===== src/sv/tdbf_pkg.sv =====
// shared constants, microcode types and the microcode table for the tempo divider search
package tdbf_pkg;

    localparam int RATE_COUNT  = 30;
    localparam int MAX_DIVIDER = 255;
    localparam int CENTER_RATE = 50;
    localparam int ROWS_MAX    = 64;
    localparam int RATE_SCALE  = 60;
    localparam int TEMPO_SCALE = 60 * 256;
    localparam int BEST_INIT   = 256;

    localparam int TARGET_W = 8;
    localparam int ROWS_W   = 7;
    localparam int RATE_W   = 7;
    localparam int DIV_W    = 8;
    localparam int POS_W    = 5;
    localparam int DEN_W    = 14;
    localparam int NUM_W    = 22;
    localparam int RHS_W    = 12;
    localparam int TEMPO_W  = 20;
    localparam int CNT_W    = 5;
    localparam int OUT_W    = 40;

    typedef logic [2:0] step_t;

    typedef enum logic [2:0]
    {
        OP_IDLE,
        OP_PREP,
        OP_RATE,
        OP_SCAN,
        OP_DRAIN,
        OP_DIV_START,
        OP_DIV_WAIT,
        OP_OUT
    } op_t;

    typedef enum logic [2:0]
    {
        C_NEXT,
        C_WAIT_IN,
        C_SCAN,
        C_RATE,
        C_DIV,
        C_OUT
    } cond_t;

    typedef struct packed
    {
        op_t   op;
        cond_t cond;
        step_t target;
    } uword_t;

    localparam step_t S_IDLE      = 3'd0;
    localparam step_t S_PREP      = 3'd1;
    localparam step_t S_RATE      = 3'd2;
    localparam step_t S_SCAN      = 3'd3;
    localparam step_t S_DRAIN     = 3'd4;
    localparam step_t S_DIV_START = 3'd5;
    localparam step_t S_DIV_WAIT  = 3'd6;
    localparam step_t S_OUT       = 3'd7;

    // control store: one word per step
    function automatic uword_t ucode(input step_t s);
        uword_t w;
        case (s)
            S_IDLE:      w = '{op: OP_IDLE,      cond: C_WAIT_IN, target: S_IDLE};
            S_PREP:      w = '{op: OP_PREP,      cond: C_NEXT,    target: S_IDLE};
            S_RATE:      w = '{op: OP_RATE,      cond: C_NEXT,    target: S_IDLE};
            S_SCAN:      w = '{op: OP_SCAN,      cond: C_SCAN,    target: S_DIV_START};
            S_DRAIN:     w = '{op: OP_DRAIN,     cond: C_RATE,    target: S_RATE};
            S_DIV_START: w = '{op: OP_DIV_START, cond: C_NEXT,    target: S_IDLE};
            S_DIV_WAIT:  w = '{op: OP_DIV_WAIT,  cond: C_DIV,     target: S_DIV_WAIT};
            S_OUT:       w = '{op: OP_OUT,       cond: C_OUT,     target: S_OUT};
            default:     w = '{op: OP_IDLE,      cond: C_WAIT_IN, target: S_IDLE};
        endcase
        return w;
    endfunction

    // search order 50, 51, 49, 52, 48, ...
    function automatic logic [RATE_W-1:0] rate_at(input logic [POS_W-1:0] p);
        logic [POS_W:0] half;
        logic [RATE_W-1:0] r;
        if (p[0])
        begin
            half = ({1'b0, p} + 1'b1) >> 1;
            r = RATE_W'(CENTER_RATE) + RATE_W'(half);
        end
        else
        begin
            half = {1'b0, p} >> 1;
            r = RATE_W'(CENTER_RATE) - RATE_W'(half);
        end
        return r;
    endfunction

endpackage


===== src/sv/tdbf_divider.sv =====
// restoring divider, one quotient bit per cycle
module tdbf_divider
    import tdbf_pkg::*;
(
    input  logic               clk,
    input  logic               rst_n,
    input  logic               start,
    input  logic [TEMPO_W-1:0] dividend,
    input  logic [DEN_W-1:0]   divisor,
    output logic               busy,
    output logic [TEMPO_W-1:0] quotient
);

    logic               busy_reg;
    logic               busy_next;
    logic [CNT_W-1:0]   cnt_reg;
    logic [CNT_W-1:0]   cnt_next;
    logic [TEMPO_W-1:0] quot_reg;
    logic [TEMPO_W-1:0] quot_next;
    logic [DEN_W-1:0]   rem_reg;
    logic [DEN_W-1:0]   rem_next;
    logic [DEN_W:0]     rem_sh;
    logic [DEN_W:0]     rem_sub;
    logic               ge;

    always_comb
    begin
        rem_sh    = {rem_reg, quot_reg[TEMPO_W-1]};
        rem_sub   = rem_sh - {1'b0, divisor};
        ge        = rem_sh >= {1'b0, divisor};
        busy_next = busy_reg;
        cnt_next  = cnt_reg;
        quot_next = quot_reg;
        rem_next  = rem_reg;
        if (start)
        begin
            busy_next = 1'b1;
            cnt_next  = '0;
            quot_next = dividend;
            rem_next  = '0;
        end
        else if (busy_reg)
        begin
            rem_next  = ge ? rem_sub[DEN_W-1:0] : rem_sh[DEN_W-1:0];
            quot_next = {quot_reg[TEMPO_W-2:0], ge};
            cnt_next  = cnt_reg + 1'b1;
            if (cnt_reg == CNT_W'(TEMPO_W - 1))
            begin
                busy_next = 1'b0;
            end
        end
    end

    always_ff @(posedge clk or negedge rst_n)
    begin
        if (!rst_n)
        begin
            busy_reg <= 1'b0;
            cnt_reg  <= '0;
        end
        else
        begin
            busy_reg <= busy_next;
            cnt_reg  <= cnt_next;
        end
    end

    always_ff @(posedge clk)
    begin
        quot_reg <= quot_next;
        rem_reg  <= rem_next;
    end

    assign busy     = busy_reg;
    assign quotient = quot_reg;

endmodule


===== src/sv/tempo_divider_best_fit.sv =====
// top level: microcoded best-fit search of tick rate and divider for a target tempo
//
// usage:
//   cfg_wr_en / cfg_wr_data write rows_per_beat (reset value 4); write it only while idle.
//   s_* carries one request: the target tempo in beats per minute.
//   m_* carries one result per request: tempo in 8 fraction bits, tick rate,
//   ticks per row and a found flag.
// timing:
//   a short control program steps through 30 rates; per rate it sweeps dividers
//   1..255 through a two-stage scan (error, then cross-multiplied compare), one
//   candidate per cycle, plus a setup step and a drain step per rate.
//   the final tempo comes from a bit-serial divider.
//   the search ends early on an exact match;
//   a new request is taken only after the previous result sits in the output register.
// reset:
//   the sequencer returns to idle, the output register empties, rows_per_beat is 4.
// stall:
//   when m_tready is low the finished result waits in the output register and
//   the sequencer holds on its output step; no request is lost or repeated.
module tempo_divider_best_fit
    import tdbf_pkg::*;
(
    input  logic                clk,
    input  logic                rst_n,
    input  logic                cfg_wr_en,
    input  logic [ROWS_W-1:0]   cfg_wr_data,
    input  logic                s_tvalid,
    output logic                s_tready,
    input  logic [TARGET_W-1:0] s_tdata,   // [7:0] target_bpm
    output logic                m_tvalid,
    input  logic                m_tready,
    output logic [OUT_W-1:0]    m_tdata    // [19:0] tempo_fixed, [26:20] tick_rate,
                                           // [34:27] ticks_per_row, [35] fit_found
);

    uword_t uw;
    step_t  step_reg;
    step_t  step_next;

    logic [ROWS_W-1:0]   rows_reg;
    logic [ROWS_W-1:0]   rows_eff;
    logic [TARGET_W-1:0] target_reg;
    logic [DEN_W-1:0]    trows_reg;
    logic [POS_W-1:0]    pos_reg;
    logic [RATE_W-1:0]   rate_reg;
    logic [RHS_W-1:0]    rhs_reg;
    logic [DEN_W-1:0]    den_reg;
    logic [NUM_W-1:0]    lhs_reg;
    logic [DIV_W-1:0]    div_reg;
    logic                pipe_v_reg;
    logic [NUM_W-1:0]    num_reg;
    logic [DEN_W-1:0]    dpipe_reg;
    logic [DIV_W-1:0]    divpipe_reg;
    logic [NUM_W-1:0]    best_num_reg;
    logic [DEN_W-1:0]    best_den_reg;
    logic [RATE_W-1:0]   best_rate_reg;
    logic [DIV_W-1:0]    best_div_reg;
    logic                m_tvalid_reg;
    logic [OUT_W-1:0]    m_tdata_reg;

    logic [NUM_W+DEN_W-1:0] cand_prod;
    logic [NUM_W+DEN_W-1:0] best_prod;
    logic [NUM_W-1:0]       rhs_ext;
    logic [RATE_W-1:0]      pos_rate;
    logic                   better;
    logic                   exact;
    logic                   out_free;
    logic                   s_accept;
    logic                   div_start;
    logic                   div_busy;
    logic [TEMPO_W-1:0]     div_quot;
    logic [TEMPO_W-1:0]     div_dividend;

    assign uw = ucode(step_reg);

    always_comb
    begin
        if (rows_reg == '0)
        begin
            rows_eff = ROWS_W'(1);
        end
        else if (rows_reg > ROWS_W'(ROWS_MAX))
        begin
            rows_eff = ROWS_W'(ROWS_MAX);
        end
        else
        begin
            rows_eff = rows_reg;
        end
    end

    // exact rational compare: num/den < best_num/best_den
    assign cand_prod = {{DEN_W{1'b0}}, num_reg} * {{NUM_W{1'b0}}, best_den_reg};
    assign best_prod = {{DEN_W{1'b0}}, best_num_reg} * {{NUM_W{1'b0}}, dpipe_reg};
    assign better    = pipe_v_reg && (cand_prod < best_prod);
    assign exact     = pipe_v_reg && (num_reg == '0);
    assign rhs_ext   = {{(NUM_W-RHS_W){1'b0}}, rhs_reg};
    assign pos_rate  = rate_at(pos_reg);

    assign out_free  = !m_tvalid_reg || m_tready;
    assign s_tready  = (uw.op == OP_IDLE);
    assign s_accept  = s_tvalid && s_tready;
    assign div_start = (uw.op == OP_DIV_START);
    assign div_dividend = TEMPO_W'(best_rate_reg * TEMPO_SCALE);

    always_comb
    begin
        step_next = step_reg + 1'b1;
        case (uw.cond)
            C_NEXT:
            begin
                step_next = step_reg + 1'b1;
            end
            C_WAIT_IN:
            begin
                if (!s_tvalid)
                begin
                    step_next = uw.target;
                end
            end
            C_SCAN:
            begin
                if (exact)
                begin
                    step_next = uw.target;
                end
                else if (div_reg != DIV_W'(MAX_DIVIDER))
                begin
                    step_next = step_reg;
                end
            end
            C_RATE:
            begin
                if (!(exact || pos_reg == POS_W'(RATE_COUNT - 1)))
                begin
                    step_next = uw.target;
                end
            end
            C_DIV:
            begin
                if (div_busy)
                begin
                    step_next = uw.target;
                end
            end
            C_OUT:
            begin
                // the last step wraps back to idle
                if (!out_free)
                begin
                    step_next = uw.target;
                end
            end
            default:
            begin
                step_next = S_IDLE;
            end
        endcase
    end

    always_ff @(posedge clk or negedge rst_n)
    begin
        if (!rst_n)
        begin
            step_reg     <= S_IDLE;
            pipe_v_reg   <= 1'b0;
            m_tvalid_reg <= 1'b0;
            rows_reg     <= ROWS_W'(4);
        end
        else
        begin
            step_reg   <= step_next;
            pipe_v_reg <= (uw.op == OP_SCAN) && !exact;
            if (cfg_wr_en)
            begin
                rows_reg <= cfg_wr_data;
            end
            if (uw.op == OP_OUT && out_free)
            begin
                m_tvalid_reg <= 1'b1;
            end
            else if (m_tready)
            begin
                m_tvalid_reg <= 1'b0;
            end
        end
    end

    always_ff @(posedge clk)
    begin
        if (better)
        begin
            best_num_reg  <= num_reg;
            best_den_reg  <= dpipe_reg;
            best_rate_reg <= rate_reg;
            best_div_reg  <= divpipe_reg;
        end
        case (uw.op)
            OP_IDLE:
            begin
                if (s_accept)
                begin
                    target_reg <= s_tdata;
                end
            end
            OP_PREP:
            begin
                trows_reg     <= DEN_W'({{(DEN_W-TARGET_W){1'b0}}, target_reg}
                                 * {{(DEN_W-ROWS_W){1'b0}}, rows_eff});
                best_num_reg  <= NUM_W'(BEST_INIT);
                best_den_reg  <= DEN_W'(1);
                best_rate_reg <= '0;
                best_div_reg  <= '0;
                pos_reg       <= '0;
            end
            OP_RATE:
            begin
                rate_reg <= pos_rate;
                rhs_reg  <= RHS_W'(pos_rate * RATE_SCALE);
                den_reg  <= {{(DEN_W-ROWS_W){1'b0}}, rows_eff};
                lhs_reg  <= {{(NUM_W-DEN_W){1'b0}}, trows_reg};
                div_reg  <= DIV_W'(1);
            end
            OP_SCAN:
            begin
                num_reg     <= (lhs_reg >= rhs_ext) ? (lhs_reg - rhs_ext) : (rhs_ext - lhs_reg);
                dpipe_reg   <= den_reg;
                divpipe_reg <= div_reg;
                den_reg     <= den_reg + {{(DEN_W-ROWS_W){1'b0}}, rows_eff};
                lhs_reg     <= lhs_reg + {{(NUM_W-DEN_W){1'b0}}, trows_reg};
                div_reg     <= div_reg + 1'b1;
            end
            OP_DRAIN:
            begin
                pos_reg <= pos_reg + 1'b1;
            end
            OP_OUT:
            begin
                if (out_free)
                begin
                    m_tdata_reg <= {4'b0000, (best_div_reg != '0), best_div_reg,
                                    best_rate_reg, div_quot};
                end
            end
            default:
            begin
            end
        endcase
    end

    // nothing found leaves rate 0 over divisor 1, so the quotient is 0
    tdbf_divider u_div
    (
        .clk      (clk),
        .rst_n    (rst_n),
        .start    (div_start),
        .dividend (div_dividend),
        .divisor  (best_den_reg),
        .busy     (div_busy),
        .quotient (div_quot)
    );

    assign m_tvalid = m_tvalid_reg;
    assign m_tdata  = m_tdata_reg;

endmodule


===== config.mk =====
export PLATFORM = sky130hd
export DESIGN_NAME = tempo_divider_best_fit
export DESIGN_NICKNAME = d
export VERILOG_FILES = /design/src/sv/tdbf_pkg.sv /design/src/sv/tdbf_divider.sv /design/src/sv/tempo_divider_best_fit.sv
export SDC_FILE = /design/constraint.sdc
export NUM_CORES = 2
export LEC_CHECK = 0
export ABC_AREA = 0
export BUFFER_PORTS_ARGS = -buffer_cell sky130_fd_sc_hd__buf_2
export CAP_MARGIN = 20
export CORE_UTILIZATION = 55
export DETAILED_ROUTE_END_ITERATION = 8
export PLACE_DENSITY_LB_ADDON = 0.15
export SLEW_MARGIN = 20
export SYNTH_ARGS = -nofsm -noshare
export SYNTH_HDL_FRONTEND = slang
export SYNTH_SLANG_ARGS = --single-unit

===== constraint.sdc =====
create_clock -name clk -period 10.49 [get_ports clk]
set_clock_uncertainty 0.2 [all_clocks]
set_input_delay 0.5245 -clock clk [delete_from_list [all_inputs] [get_ports clk]]
set_output_delay 0.5245 -clock clk [all_outputs]
set_load 0.01 [all_outputs]

==> impl_metrics.csv <==
group,metric,value,unit
status,status,"completed",
synthesis,ys_seq_elements,270,
floorplanning,start_util,55.7,%
global_route,grt_usage,26.8,%
synthesis,synth_area_per_cell,9.22,um2
clock_network,cts_sinks,270,
synthesis,yosys_warnings,0,
clock_network,numCtsBuffers,28,
placed_design,pre_cts_ws,1.68,ns
timing,finalHoldViolCount,0,
timing,setup_viol,0,
clock_network,cts-htree-levels,1,
final_layout,antenna_cells,0,
timing,setup_ws,1.56,ns
final_layout,layout-drive-gt1-share,5.25,%
final_layout,largest_reg_flops,36,
clock_network,clk_pin_slew_worst_paths,0.07,ns
clock_network,cts_tree,"yes",
final_layout,fin_cells,4934,
placed_design,gp_congestion,0.955,
critical_path,reg2reg_setup_slack,1.56,ns
critical_path,r2r.worst_path.cells,27,
synthesis,ys_top_cells_by_area,"fa_1, edfxtp_1, ha_1",
synthesis,synth_top_area_cell,"fa_1",
synthesis,synth.most_common_cell,"inv_1",
timing,slew_headroom,30.5,%
floorplanning,ios,62,
global_route,globalRouteMet2Util,46.3,%
detailed_routing,drc,0,
global_route,antenna_found_initial,0,
critical_path,r2r-start,"dpipe_reg[13]",
timing,max_freq,0.112,GHz
placed_design,io_buffers,57,
placed_design,place_inst,4866,
floorplanning,die_area,69300,um2
final_layout,multi_input_comb_area,27000,um2
critical_path,path_class,"reg -> reg",
synthesis,yosys-top-cells-count,"inv_1, nand2_1, fa_1",
job,maxCapViolCount,0,
timing,finalMaxSlewViolations,0,
floorplanning,core-area,67400,um2
synthesis,synth_cell_types,93,
critical_path,rr_endpoint,"best_num_reg[10]",
synthesis,ys.flop_type,"edfxtp_1",
critical_path,cp_data_arrival_time,9.21,ns
min_path,min_to,"m_tvalid",
global_route,grt-ovfl-total,0,
min_path,hold_depth,3,
synthesis,synth_top_area_share,28.1,%
synthesis,synth_edf_count,177,
floorplanning,die_x,263,um
detailed_routing,viasPerCell,5.55,
final_layout,area_growth,5.89,%
global_route,grt_pass1_vias,28800,
floorplanning,die_h,263,um
final_layout,fin_nets,4944,
critical_path,end_kind,"flop",
critical_path,path_max_fanout,51,
placed_design,hpwl,70100,um
clock_network,cts-root-buf,"clkbuf_16",
clock_network,clock_latency,0.58,ns
detailed_routing,vias,27400,
detailed_routing,post_drt_wl_per_cell,18.2,um
global_route,grt_start_max_net_pins,65,
global_route,grt.busiest_layer,"met2",
min_path,hp-start,"m_tready",
synthesis,async_flop_share,6.67,%
critical_path,cp_data_required_time,10.77,ns
synthesis,postSynthCellCount,4072,
synthesis,yosysSeqAreaShare,19.4,%
timing,rsz0062_at_grt,"no",
timing,setup-tns-final,0,ns
floorplanning,rows,95,
global_route,grtUsageMet1,35.8,%
global_route,grt_pass1_wl,149000,um
detailed_routing,drt_first_pass_iters,7,
global_route,met3_usage,2.51,%
clock_network,cts_buffer_depth,3,
critical_path,cp-start-kind,"flop",
timing,fin_crit,8.93,ns
detailed_routing,ant_nets,0,
timing,worstMarginPinSlew,1.04,ns
detailed_routing,routed_wirelength,89800,um
detailed_routing,drtIter0Drc,1518,
min_path,hold_path_class,"in -> reg",
final_layout,num-fill-cells,5964,
synthesis,syn-cell-area,37500,um2
timing,post-route-period-util,85.1,%
final_layout,regArea,7270,um2
## metrics by stage
stage / util, % / cell area, um2 / hold slack (ns)
2_1_floorplan: - / 37500 / 0.0289
3_3_place_gp: 57.2 / 38500 / 0.232
3_5_place_dp: 57.2 / 38500 / 0.241
4_1_cts: 59.0 / 39700 / 0.0342
5_1_grt: 59.0 / 39700 / 0.0440
6_report: 59.0 / 39700 / 0.0619
## per-layer routing
metal | vias up | wire length (um)
met1 | 13600 | 38800
li1 | 13000 | -
met3 | 138 | 4240
met4 | 0 | 2700
met5 | - | 0
met2 | 672 | 44200
## worst max-delay path by stage
stage	startpoint	slack, ns	end	cells after the start
finish	dpipe_reg[13]	1.56	best_num_reg[10]	27
global placement	dpipe_reg[4]	1.78	best_rate_reg[4]	28
CTS	dpipe_reg[8]	1.62	best_num_reg[10]	27
floorplan	best_num_reg[19]	2.66	best_den_reg[0]	32
global route	dpipe_reg[7]	1.02	best_den_reg[0]	27
detailed placement	dpipe_reg[13]	1.68	best_rate_reg[0]	27
## critical path, cell delays in order (launching register included)
cell	delay [ns]
edfxtp_1	0.86
nand2_1	0.18
fa_1	0.53
fa_1	0.54
inv_1	0.06
fa_1	0.50
fa_1	0.51
fa_1	0.54
inv_1	0.05
fa_1	0.52
inv_1	0.04
ha_1	0.37
a21oi_1	0.22
o21ai_0	0.15
a2bb2oi_1	0.22
a21oi_1	0.15
a2111oi_0	0.86
or2_2	0.26
xor2_1	0.15
ha_1	0.26
a21o_1	0.16
a21oi_1	0.14
o211ai_1	0.10
a21oi_1	0.14
and4b_1	0.22
nor3_2	0.26
buf_12	0.37
mux2i_1	0.24
## area by class of cell
cell class	count	area share, %
sequential	270	18.3
clock buffer	35	1.93
multi-input combinational	2936	67.8
clock inverter	17	0.680
timing repair buffer	124	2.12
tap	873	2.75
inverter	679	6.41
## placed cells by master, fill, tap and decap left out, drive strengths merged, types with 81 or more instances in the layout
cell	netlist	routed
inv	677	679
nand2	594	594
fa	527	527
ha	358	358
and2	315	315
edfxtp	177	177
a21oi	155	155
nor2	128	128
buf	25	108
xnor2	103	103
o21ai	98	98
mux2i	81	81
## cell families (layout without fill, tap and decap cells)
family          count (synthesis)  in the layout  synth area share, %
other cells                     1              4              0.00999
xor+xnor                      145            145                 3.38
mux                           103            103                 2.82
simple gates                 1283           1283                 16.5
flops                         270            270                 19.4
buf+inv                       869            855                 8.92
fa+ha+maj                     885            885                 40.0
compound gates                516            516                 8.96
## repair_timing
item                       in CTS  in global routing
hold buffers                   16                  0
hold endpoints to repair       32                  0
buffers inserted                0                  0
setup endpoints to repair       0                  0
resized for setup               0                  0
Power is not shown: default switching activity piles up to over one toggle a cycle in this logic, so the estimate is an artifact.
